### config.mk
export PLATFORM = sky130hd
export DESIGN_NAME = hsl_to_rgb_converter
export DESIGN_NICKNAME = d
export VERILOG_FILES = /design/src/rtl/core/h2rgb_pkg.sv /design/src/rtl/core/h2rgb_qp.sv /design/src/rtl/core/h2rgb_ramp.sv /design/src/rtl/core/h2rgb_out.sv /design/src/rtl/core/hsl_to_rgb_converter.sv
export SDC_FILE = /design/constraint.sdc
export NUM_CORES = 2
export LEC_CHECK = 0
export BUFFER_PORTS_ARGS = -buffer_cell sky130_fd_sc_hd__buf_2
export CORE_MARGIN = 2
export CORE_UTILIZATION = 40
export DETAILED_ROUTE_END_ITERATION = 10
export PLACE_DENSITY_LB_ADDON = 0.15
export SKIP_LAST_GASP = 1
export SLEW_MARGIN = 20
export SYNTH_ARGS = -nofsm -noshare
export SYNTH_HDL_FRONTEND = slang
export SYNTH_SLANG_ARGS = --single-unit
export TNS_END_PERCENT = 5
### constraint.sdc
create_clock -name aclk -period 15.77 [get_ports aclk]
set_input_delay 1.577 -clock aclk [delete_from_list [all_inputs] [get_ports aclk]]
set_output_delay 1.577 -clock aclk [all_outputs]
set_load 0.05 [all_outputs]
### src/rtl/core/h2rgb_pkg.sv
// shared types, fixed-point constants and a code-to-fraction helper for the hsl to rgb converter
`default_nettype none

package h2rgb_pkg;

    // fractional bits of the internal unsigned fixed-point format
    localparam int FRAC_BITS = 16;
    localparam int CODE_W    = 8;
    localparam int TDATA_W   = 3 * CODE_W;
    localparam int PROD_W    = 2 * FRAC_BITS;

    localparam longint ONE_I = 64'd1 << FRAC_BITS;

    typedef logic [CODE_W-1:0]    code_t;
    typedef logic [FRAC_BITS-1:0] frac_t;
    typedef logic [PROD_W-1:0]    prod_t;
    typedef logic signed [FRAC_BITS+1:0] hue_pos_t;

    localparam logic [FRAC_BITS:0] FX_ONE        = (FRAC_BITS+1)'(ONE_I);
    localparam frac_t              FX_MAX        = FRAC_BITS'(ONE_I - 64'd1);
    localparam frac_t              FX_THIRD      = FRAC_BITS'(ONE_I / 3);
    localparam frac_t              FX_SIXTH      = FRAC_BITS'(ONE_I / 6);
    localparam frac_t              FX_HALF       = FRAC_BITS'(ONE_I / 2);
    localparam frac_t              FX_TWO_THIRDS = FRAC_BITS'((2 * ONE_I) / 3);

    localparam hue_pos_t ONE_S   = $signed({1'b0, FX_ONE});
    localparam hue_pos_t THIRD_S = $signed({2'b00, FX_THIRD});

    localparam int CH_RED   = 0;
    localparam int CH_GREEN = 1;
    localparam int CH_BLUE  = 2;

    // piece of the hue ramp that a channel falls on
    typedef enum logic [1:0] {
        SEG_RISE,
        SEG_HIGH,
        SEG_FALL,
        SEG_LOW
    } seg_t;

    typedef struct packed {
        code_t hue;
        code_t saturation;
        code_t lightness;
    } pix_t;

    typedef struct packed {
        seg_t  seg;
        frac_t op;
    } ramp_op_t;

    typedef struct packed {
        logic            gray;
        frac_t           light;
        frac_t           p;
        frac_t           q;
        frac_t           span;
        ramp_op_t [2:0]  ch;
    } qp_t;

    typedef frac_t [2:0] chan_t;

    function automatic frac_t code_to_frac(input code_t code);
        return {code, {(FRAC_BITS-CODE_W){1'b0}}};
    endfunction

endpackage

`default_nettype wire

### src/rtl/core/h2rgb_qp.sv
// lightness-saturation product, q/p bounds and per-channel hue ramp setup
`default_nettype none

module h2rgb_qp (
    input  wire logic            aclk,
    input  wire logic            aresetn,
    input  wire logic            in_valid,
    output logic                 in_ready,
    input  wire h2rgb_pkg::pix_t in_pix,
    output logic                 out_valid,
    input  wire logic            out_ready,
    output h2rgb_pkg::qp_t       out_qp
);
    import h2rgb_pkg::*;

    logic  valid_b_reg;
    pix_t  pix_b_reg;
    frac_t ls_b_reg;
    logic  valid_c_reg;
    qp_t   qp_c_reg;

    logic  en_b;
    logic  en_c;
    frac_t l_in;
    frac_t s_in;
    prod_t ls_prod;
    frac_t ls_next;

    frac_t                    lf;
    frac_t                    sf;
    frac_t                    hf;
    logic [FRAC_BITS+1:0]     q_raw;
    frac_t                    q_val;
    logic signed [FRAC_BITS+2:0] p_raw;
    frac_t                    p_val;
    hue_pos_t                 h_pos;
    qp_t                      qp_next;

    function automatic ramp_op_t ramp_setup(input hue_pos_t t_in);
        hue_pos_t             t;
        logic [FRAC_BITS:0]   tt;
        logic [FRAC_BITS:0]   d;
        logic [FRAC_BITS+2:0] x6;
        ramp_op_t             r;
        t = t_in;
        if (t < 0) begin
            t = t + ONE_S;
        end else if (t > ONE_S) begin
            t = t - ONE_S;
        end
        tt = t[FRAC_BITS:0];
        d  = {1'b0, FX_TWO_THIRDS} - tt;
        if (tt < {1'b0, FX_SIXTH}) begin
            x6    = {tt, 2'b00} + {1'b0, tt, 1'b0};
            r.seg = SEG_RISE;
            r.op  = x6[FRAC_BITS-1:0];
        end else if (tt < {1'b0, FX_HALF}) begin
            r.seg = SEG_HIGH;
            r.op  = '0;
        end else if (tt < {1'b0, FX_TWO_THIRDS}) begin
            x6    = {d, 2'b00} + {1'b0, d, 1'b0};
            r.seg = SEG_FALL;
            r.op  = x6[FRAC_BITS-1:0];
        end else begin
            r.seg = SEG_LOW;
            r.op  = '0;
        end
        return r;
    endfunction

    assign en_c     = !valid_c_reg || out_ready;
    assign en_b     = !valid_b_reg || en_c;
    assign in_ready = en_b;

    // stage b: l * s
    assign l_in    = code_to_frac(in_pix.lightness);
    assign s_in    = code_to_frac(in_pix.saturation);
    assign ls_prod = l_in * s_in;
    assign ls_next = ls_prod[PROD_W-1:FRAC_BITS];

    // stage c: q, p and ramp operands
    always_comb begin
        lf = code_to_frac(pix_b_reg.lightness);
        sf = code_to_frac(pix_b_reg.saturation);
        hf = code_to_frac(pix_b_reg.hue);
        if (lf < FX_HALF) begin
            q_raw = {2'b00, lf} + {2'b00, ls_b_reg};
        end else begin
            q_raw = {2'b00, lf} + {2'b00, sf} - {2'b00, ls_b_reg};
        end
        q_val = (q_raw > {2'b00, FX_MAX}) ? FX_MAX : q_raw[FRAC_BITS-1:0];
        p_raw = $signed({2'b00, lf, 1'b0}) - $signed({3'b000, q_val});
        if (p_raw < 0) begin
            p_val = '0;
        end else if (p_raw[FRAC_BITS+1:0] > {2'b00, q_val}) begin
            p_val = q_val;
        end else begin
            p_val = p_raw[FRAC_BITS-1:0];
        end
        h_pos = $signed({2'b00, hf});
        qp_next.gray         = (pix_b_reg.saturation == '0);
        qp_next.light        = lf;
        qp_next.p            = p_val;
        qp_next.q            = q_val;
        qp_next.span         = q_val - p_val;
        qp_next.ch[CH_RED]   = ramp_setup(h_pos + THIRD_S);
        qp_next.ch[CH_GREEN] = ramp_setup(h_pos);
        qp_next.ch[CH_BLUE]  = ramp_setup(h_pos - THIRD_S);
    end

    always_ff @(posedge aclk) begin
        if (!aresetn) begin
            valid_b_reg <= 1'b0;
            valid_c_reg <= 1'b0;
        end else begin
            if (en_b) begin
                valid_b_reg <= in_valid;
            end
            if (en_c) begin
                valid_c_reg <= valid_b_reg;
            end
        end
    end

    always_ff @(posedge aclk) begin
        if (en_b) begin
            pix_b_reg <= in_pix;
            ls_b_reg  <= ls_next;
        end
        if (en_c) begin
            qp_c_reg <= qp_next;
        end
    end

    assign out_valid = valid_c_reg;
    assign out_qp    = qp_c_reg;

    a_p_below_q: assert property (@(posedge aclk) disable iff (!aresetn)
        valid_c_reg |-> (qp_c_reg.p <= qp_c_reg.q)
                        && (qp_c_reg.span == qp_c_reg.q - qp_c_reg.p))
        else $error("p/q bounds inconsistent");

endmodule

`default_nettype wire

### src/rtl/core/h2rgb_ramp.sv
// ramp products and channel fraction selection
`default_nettype none

module h2rgb_ramp (
    input  wire logic           aclk,
    input  wire logic           aresetn,
    input  wire logic           in_valid,
    output logic                in_ready,
    input  wire h2rgb_pkg::qp_t in_qp,
    output logic                out_valid,
    input  wire logic           out_ready,
    output h2rgb_pkg::chan_t    out_chan
);
    import h2rgb_pkg::*;

    logic        valid_d_reg;
    prod_t [2:0] prod_d_reg;
    seg_t  [2:0] seg_d_reg;
    frac_t       p_d_reg;
    frac_t       q_d_reg;
    frac_t       l_d_reg;
    logic        gray_d_reg;
    logic        valid_e_reg;
    chan_t       chan_e_reg;

    logic               en_d;
    logic               en_e;
    prod_t [2:0]        prod_next;
    chan_t              chan_next;
    logic [FRAC_BITS:0] v_raw [3];

    assign en_e     = !valid_e_reg || out_ready;
    assign en_d     = !valid_d_reg || en_e;
    assign in_ready = en_d;

    always_comb begin
        for (int c = 0; c < 3; c++) begin
            prod_next[c] = in_qp.span * in_qp.ch[c].op;
        end
    end

    always_comb begin
        for (int c = 0; c < 3; c++) begin
            unique case (seg_d_reg[c])
                SEG_RISE, SEG_FALL:
                    v_raw[c] = {1'b0, p_d_reg} + {1'b0, prod_d_reg[c][PROD_W-1:FRAC_BITS]};
                SEG_HIGH: v_raw[c] = {1'b0, q_d_reg};
                SEG_LOW:  v_raw[c] = {1'b0, p_d_reg};
                default:  v_raw[c] = {1'b0, p_d_reg};
            endcase
            if (gray_d_reg) begin
                v_raw[c] = {1'b0, l_d_reg};
            end
            chan_next[c] = (v_raw[c] > {1'b0, FX_MAX}) ? FX_MAX : v_raw[c][FRAC_BITS-1:0];
        end
    end

    always_ff @(posedge aclk) begin
        if (!aresetn) begin
            valid_d_reg <= 1'b0;
            valid_e_reg <= 1'b0;
        end else begin
            if (en_d) begin
                valid_d_reg <= in_valid;
            end
            if (en_e) begin
                valid_e_reg <= valid_d_reg;
            end
        end
    end

    always_ff @(posedge aclk) begin
        if (en_d) begin
            prod_d_reg <= prod_next;
            for (int c = 0; c < 3; c++) begin
                seg_d_reg[c] <= in_qp.ch[c].seg;
            end
            p_d_reg    <= in_qp.p;
            q_d_reg    <= in_qp.q;
            l_d_reg    <= in_qp.light;
            gray_d_reg <= in_qp.gray;
        end
        if (en_e) begin
            chan_e_reg <= chan_next;
        end
    end

    assign out_valid = valid_e_reg;
    assign out_chan  = chan_e_reg;

    // the scaled edge never climbs past q
    a_edge_in_span: assert property (@(posedge aclk) disable iff (!aresetn)
        valid_d_reg |->
            (prod_d_reg[CH_RED][PROD_W-1:FRAC_BITS] <= q_d_reg - p_d_reg)
            && (prod_d_reg[CH_GREEN][PROD_W-1:FRAC_BITS] <= q_d_reg - p_d_reg)
            && (prod_d_reg[CH_BLUE][PROD_W-1:FRAC_BITS] <= q_d_reg - p_d_reg))
        else $error("ramp edge exceeds q-p span");

endmodule

`default_nettype wire

### src/rtl/core/h2rgb_out.sv
// scaling of channel fractions to bytes and output register
`default_nettype none

module h2rgb_out (
    input  wire logic                               aclk,
    input  wire logic                               aresetn,
    input  wire logic                               in_valid,
    output logic                                    in_ready,
    input  wire h2rgb_pkg::chan_t                   in_chan,
    output logic                                    out_valid,
    input  wire logic                               out_ready,
    output logic [h2rgb_pkg::TDATA_W-1:0]           out_data
);
    import h2rgb_pkg::*;

    logic               valid_f_reg;
    logic [TDATA_W-1:0] data_f_reg;

    logic                        en_f;
    logic [TDATA_W-1:0]          data_next;
    logic [FRAC_BITS+CODE_W-1:0] scaled [3];

    assign en_f     = !valid_f_reg || out_ready;
    assign in_ready = en_f;

    // v * 255 as (v << 8) - v, then keep the integer part
    always_comb begin
        for (int c = 0; c < 3; c++) begin
            scaled[c] = {in_chan[c], {CODE_W{1'b0}}} - {{CODE_W{1'b0}}, in_chan[c]};
            data_next[c*CODE_W +: CODE_W] = scaled[c][FRAC_BITS+CODE_W-1:FRAC_BITS];
        end
    end

    always_ff @(posedge aclk) begin
        if (!aresetn) begin
            valid_f_reg <= 1'b0;
        end else if (en_f) begin
            valid_f_reg <= in_valid;
        end
    end

    always_ff @(posedge aclk) begin
        if (en_f) begin
            data_f_reg <= data_next;
        end
    end

    assign out_valid = valid_f_reg;
    assign out_data  = data_f_reg;

endmodule

`default_nettype wire

### src/rtl/core/hsl_to_rgb_converter.sv
// HSL to RGB pixel converter, top level
//
// Converts one pixel per clock from 8-bit hue, saturation and lightness (each read
// as code/256) to 8-bit red, green and blue, computed in unsigned fixed point with
// h2rgb_pkg::FRAC_BITS fractional bits and truncation at every product. The block is
// a six-stage pipeline (input register, l*s product, q/p and ramp setup, ramp
// products, channel select, byte scaling and output register), and it takes a new
// pixel every cycle unless the full pipeline is stalled from the output side.
// Each stage has its own valid bit and stalls only when the stage after it is full,
// so m_tready low only blocks s_tready once the whole pipeline has filled up.
`default_nettype none

module hsl_to_rgb_converter (
    input  wire logic                           aclk,
    input  wire logic                           aresetn,
    input  wire logic                           s_tvalid,
    output logic                                s_tready,
    input  wire logic [h2rgb_pkg::TDATA_W-1:0]  s_tdata,  // hue, saturation, lightness
    output logic                                m_tvalid,
    input  wire logic                           m_tready,
    output logic [h2rgb_pkg::TDATA_W-1:0]       m_tdata   // red, green, blue
);
    import h2rgb_pkg::*;

    logic  valid_a_reg;
    pix_t  pix_a_reg;
    logic  en_a;
    pix_t  pix_next;

    logic  qp_in_ready;
    logic  qp_valid;
    qp_t   qp_data;
    logic  ramp_in_ready;
    logic  ramp_valid;
    chan_t ramp_chan;
    logic  out_in_ready;

    assign en_a     = !valid_a_reg || qp_in_ready;
    assign s_tready = en_a;

    assign pix_next.hue        = s_tdata[0*CODE_W +: CODE_W];
    assign pix_next.saturation = s_tdata[1*CODE_W +: CODE_W];
    assign pix_next.lightness  = s_tdata[2*CODE_W +: CODE_W];

    always_ff @(posedge aclk) begin
        if (!aresetn) begin
            valid_a_reg <= 1'b0;
        end else if (en_a) begin
            valid_a_reg <= s_tvalid;
        end
    end

    always_ff @(posedge aclk) begin
        if (en_a) begin
            pix_a_reg <= pix_next;
        end
    end

    h2rgb_qp u_qp (
        .aclk      (aclk),
        .aresetn   (aresetn),
        .in_valid  (valid_a_reg),
        .in_ready  (qp_in_ready),
        .in_pix    (pix_a_reg),
        .out_valid (qp_valid),
        .out_ready (ramp_in_ready),
        .out_qp    (qp_data)
    );

    h2rgb_ramp u_ramp (
        .aclk      (aclk),
        .aresetn   (aresetn),
        .in_valid  (qp_valid),
        .in_ready  (ramp_in_ready),
        .in_qp     (qp_data),
        .out_valid (ramp_valid),
        .out_ready (out_in_ready),
        .out_chan  (ramp_chan)
    );

    h2rgb_out u_out (
        .aclk      (aclk),
        .aresetn   (aresetn),
        .in_valid  (ramp_valid),
        .in_ready  (out_in_ready),
        .in_chan   (ramp_chan),
        .out_valid (m_tvalid),
        .out_ready (m_tready),
        .out_data  (m_tdata)
    );

    // input side only backs up when the output is full and held
    a_stall_from_output: assert property (@(posedge aclk) disable iff (!aresetn)
        !s_tready |-> (m_tvalid && !m_tready))
        else $error("input stalled while output side is free");

    a_fill_after_stall: assert property (@(posedge aclk) disable iff (!aresetn)
        !s_tready |-> (valid_a_reg && qp_valid && ramp_valid))
        else $error("input stalled with a bubble in the pipeline");

    a_first_stage_moves: assert property (@(posedge aclk) disable iff (!aresetn)
        (valid_a_reg && qp_in_ready) |-> s_tready)
        else $error("input stage blocked while it can drain");

endmodule

`default_nettype wire

-- Word level (Yosys, flattened, before mapping)
Cells that the tools add are included.
- multiplexer cells: 23
- multipliers: 4
- magnitude comparators: 20
- $add $sub $neg: 26
- eq/ne operators: 9
- reduce and logical (&&, ||, !) cells: 22
- operator list (operator ; number):
    17-bit 2-to-1 mux ; 13
    17-bit one-hot mux with 3 select lines ; 3
    16-bit adder ; 6
    16-bit by 16-bit multiplier with 32-bit output ; 3
    16-bit 2-to-1 mux ; 6
    16-bit by 16-bit adder with 17-bit output ; 5
    24-bit by 16-bit subtractor with 24-bit output ; 3
    17-bit by 16-bit < comparator with 1-bit output, second input constant ; 4
    17-bit by 16-bit > comparator with 1-bit output, second input constant ; 3
    16-bit < comparator, second input constant ; 3
    14-bit by 15-bit subtractor with 15-bit output, first input constant ; 3
    18-bit by 1-bit < comparator with 1-bit output, second input constant ; 2
    17-bit adder, second input constant ; 2
    17-bit by 14-bit < comparator with 1-bit output, second input constant ; 2
    17-bit subtractor, second input constant ; 2
    17-bit by 18-bit > comparator with 1-bit output, second input constant ; 1
    18-bit by 16-bit > comparator with 1-bit output ; 1
    18-bit by 16-bit > comparator with 1-bit output, second input constant ; 1
    18-bit > comparator, second input constant ; 1
    18-bit 2-to-1 mux ; 1
    17-bit by 16-bit subtractor with 18-bit output ; 1
    18-bit by 16-bit subtractor with 18-bit output ; 1
    16-bit by 15-bit adder with 17-bit output, second input constant ; 1
    17-bit by 1-bit < comparator with 1-bit output, second input constant ; 1
    11 further kinds ; 35
- logic and storage cells: 145
- bits of input ports: 28
- output and inout bits: 26
- register bits: 396

-- Depth between registers and ports, before layout
- word-level depth: 10
- gate-level depth with buffers: 52
- depth with buffers taken out: 49

-- Cells and area by module
Synthesis repeated with hierarchy kept, for this count alone.
- cells, all modules: 4751
- area total of the unflattened synthesis: 45895.3 um^2
- modules (own cells, without submodules) (module ; area an instance (um^2) ; cells each ; instances):
    h2rgb_ramp ; 31672.9 ; 3344 ; 1
    h2rgb_qp ; 11663.7 ; 1208 ; 1
    h2rgb_out ; 1789.2 ; 171 ; 1
    hsl_to_rgb_converter ; 769.5 ; 28 ; 1

-- Worst setup path after synthesis
OpenSTA, ideal clock, no wires.
- path type: flip-flop to flip-flop
- start: register u_qp.pix_b_reg, in the netlist u_qp.lf[9]
- end: register u_qp.qp_c_reg, in the netlist u_qp.out_qp[69] (data pin)
- setup time: 260 ps
- setup slack: 6318 ps
- stages on the path, launching flop included: 50
- required time: 15510 ps
- arrival time: 9193 ps
- cells stage by stage: edfxtp_1 > ha_1 > a21o_1 > a21oi_1 > o21bai_1 > a21oi_1 > o21bai_1 > a21oi_1 > xnor2_1 > ha_1 > o21ai_0 > nand2b_1 > nand2_1 > a2111o_1 > nand3_1 > buf_4 > clkbuf_1 > o211ai_1 > [14 not listed] > o211a_4 > buf_4 > a21oi_1 > or2_1 > ha_1 > o21a_1 > o21a_1 > o21ai_0 > a21boi_0 > o21ai_0 > a21boi_0 > o21ai_0 > nand2b_1 > a31oi_1 > o21a_1 > o211ai_1 > a41oi_2 > xnor2_1
- RTL lines (element ; RTL line ; RTL):
    start, declared ; h2rgb_qp.sv:17 ; pix_t pix_b_reg;
    start signal, assigned ; h2rgb_qp.sv:127 ; pix_b_reg <= in_pix;
    end signal, assigned ; h2rgb_qp.sv:131 ; qp_c_reg <= qp_next;
    end, declared ; h2rgb_qp.sv:20 ; qp_t qp_c_reg;

==> qor.yml <==
outcome:
  status: "completed"
worst_setup_path:
  reg2reg_depth: 46
  crit_path_end: "u_qp.out_qp[69]$_DFFE_PP_"
  startpoint: "u_qp.lf[9]$_DFFE_PP_"
  r2r-start: "u_qp.lf[9]$_DFFE_PP_"
  crit_slowest_cell: "o211ai_2"
  cp_max_fo: 15
  endpoint_kind: "flip-flop"
  cpPeakStageDelay_ns: 0.60
  rr_endpoint: "u_qp.out_qp[69]$_DFFE_PP_"
  reg2reg_slack_ns: 4.97
  crit_required_ns: 16.07
  worstPathArrival_ns: 11.10
  cp-start-kind: "flip-flop"
  path_class: "reg -> reg"
finish:
  largest_reg_flops: 88
  final_nets: 5104
  areaGrowthSynthToFinish_pct: 7.14
  final_layout_size_suffix_gt1_share_pct: 5.03
  num_antenna_cells: 0
  final_cell_mix: "685 x inv_1, 544 x fa_1, 540 x ha_1"
  final_common_cell: "inv_1"
drt:
  first_iter_violations: 1499
  vias_per_cell: 4.98
  avgRoutedWirePerCell_microns: 17.8
  firstDrtPassIters: 6
  routed_wl_microns: 96100
  vias: 26800
  drc_errors: 0
  postRouteAntennaNets: 0
sta:
  relSlewSlack_pct: 24.1
  period_needed_ns: 10.80
  final.setup.tns_ns: 0
  min_period_over_period_pct: 68.5
  hold_violations: 0
  drv_slew: 0
  grt_setup_unrepaired: "false"
  fmaxAchievable_mhz: 92.6
  tightest_slew_ns: 1.14
  setup_viol: 0
  finalClockSkew_ns: 0.0252
placed_design:
  routabilityCongestion: 0.840
  portBuffers: 53
  dpl.hpwl_microns: 76900
die:
  coreArea_sq_um: 102000
  die_h_microns: 325
  ios: 54
  dieArea_sq_um: 105000
  rows: 117
  initial_core_util_pct: 40.4
  fp.dieW_microns: 325
synthesis:
  synth_top_family_by_area: "adder cells"
  yosys-top-cells-area: "fa_1 26%, edfxtp_1 23%, ha_1 16%, inv_1 6.3%, and2_1 3.4%"
  syn_area_per_cell_sq_um: 10.3
  synth-compound-area-share_pct: 8.87
  synth_edf_count: 319
  syn_inst: 3977
  ys_types: 111
  ys_seq_area_share_pct: 23.6
  yosys.area.top_type: "fa_1"
  synthSimpleGateAreaFrac_pct: 11.3
  yosysWarnings: 0
  synth-xor-area-share_pct: 4.55
  syn_nets: 5089
  netlist_area_sq_um: 41200
  synthArstFlopShare_pct: 0
  synth_ff_type: "edfxtp_1"
  yosys-mux-area-fraction_pct: 1.30
  synth.ff_latch_count: 325
  yosys.area.top_type_share_pct: 26.5
  synth_fa_ha_area_share_pct: 42.9
global_routing:
  first_global_vias: 27700
  track_usage_pct: 18.6
  grt-ovfl-total: 0
  grt_max_degree: 77
  antenna_found_initial: 3
  grt_pass1_wl_microns: 155000
clock_network:
  clk_pin_slew_ns: 0.06
  ctsResizeCount: 0
  clk_latency_ns: 0.57
  hold_buffers: 0
  cts_sinks: 325
  post-cts-setup-buffers: 0
  cts_buffers: 37
  cts_root_buf: "clkbuf_16"
  clk_path_buf_depth: 3
  cts-htree-levels: 2
  cts_tree: "yes"
hold_path:
  hold_path.class: "reg -> reg"
job:
  maxCapViolCount: 0
[synth_stat cells, types with 6 or more instances]
master and n:
a2111oi_0 6, a211o_1 6, a211oi_1 29, a21boi_0 8
a21o_1 56, a21oi_1 158, a31o_2 10, a31oi_1 11
and2_1 223, and3_1 13, buf_6 6, clkbuf_1 96
dfxtp_1 6, edfxtp_1 319, fa_1 544, ha_1 540
inv_1 687, mux2i_1 50, nand2_1 370, nand2b_1 32
nand3_1 20, nand4_1 8, nor2_1 160, nor2b_1 26
nor3_1 28, nor4_1 12, o211ai_1 11, o21a_1 17
o21ai_0 134, o21bai_1 26, o31ai_1 10, or3_1 14
xnor2_1 158, xor2_1 56
[through the flow]
| step | utilization (%) | cells | setup slack (ns) | hold slack, ns | area (sq um) |
|---|---|---|---|---|---|
| after global routing | 43.3 | 5385 | 4.24 | 0.418 | 44100 |
| after global placement | 42.1 | 5321 | 5.18 | 0.401 | 42900 |
| after CTS | 43.3 | 5385 | 5.00 | 0.411 | 44100 |
| after detailed placement | 42.1 | 5321 | 5.04 | 0.405 | 42900 |
| after floorplan | - | 3977 | 6.32 | 0.400 | 41200 |
| final | 43.3 | 5385 | 4.97 | 0.412 | 44100 |
[worst min path at each step]
stage | from | end | slack (ns) | depth (start not counted)
after global routing | u_qp.out_qp[94]$_DFFE_PP_ | u_ramp.p_d_reg[8]$_DFFE_PP_ | 0.42 | 0
after CTS | u_qp.out_qp[99]$_DFFE_PP_ | u_ramp.p_d_reg[13]$_DFFE_PP_ | 0.41 | 0
final | u_qp.out_qp[91]$_DFFE_PP_ | u_ramp.p_d_reg[5]$_DFFE_PP_ | 0.41 | 0
after detailed placement | pix_a_reg[20]$_DFFE_PP_ | u_qp.h_pos[12]$_DFFE_PP_ | 0.40 | 0
after global placement | u_qp.out_qp[98]$_DFFE_PP_ | u_ramp.p_d_reg[12]$_DFFE_PP_ | 0.40 | 0
after floorplan | pix_a_reg[18]$_DFFE_PP_ | u_qp.h_pos[10]$_DFFE_PP_ | 0.40 | 0
[critical path, delay by kind of cell, from the launching register on]
| kind | cells | cell delay (ns) |
|---|---|---|
| XOR/XNOR | 4 | 0.51 |
| adder cells (fa/ha/maj) | 6 | 1.90 |
| AO/OA/AOI/OAI | 26 | 6.09 |
| AND/OR/NAND/NOR | 10 | 1.50 |
| flip-flops | 1 | 0.52 |
[metal layers]
metal / wire length [microns] / vias to the layer above / global-route usage, %
met5: 11 / - / 0
met1: 46700 / 13300 / 26.8
li1: - / 13100 / -
met2: 43500 / 398 / 29.5
met3: 3210 / 106 / 2.15
met4: 2640 / 2 / 5.05
[logic make-up after synthesis]
kind of cell,count (synthesis)
adder cells (fa/ha/maj),1086
AND/OR/NAND/NOR,948
buffers and inverters,800
AO/OA/AOI/OAI,550
flip-flops,325
XOR/XNOR,214
multiplexers,53
other,1
[area by class of cell]
type | instances | area [sq um]
Clock inverter | 21 | 214
Timing Repair Buffer | 87 | 520
Tap cell | 1368 | 1710
Fill cell | 9893 | 57800
Multi-Input combinational cell | 2852 | 28400
Clock buffer | 43 | 970
Sequential cell | 325 | 9700
Inverter | 689 | 2590
Power is left out: the tool's default activity adds up to more than one toggle a clock period on the data nets, which glitch-free logic cannot reach.
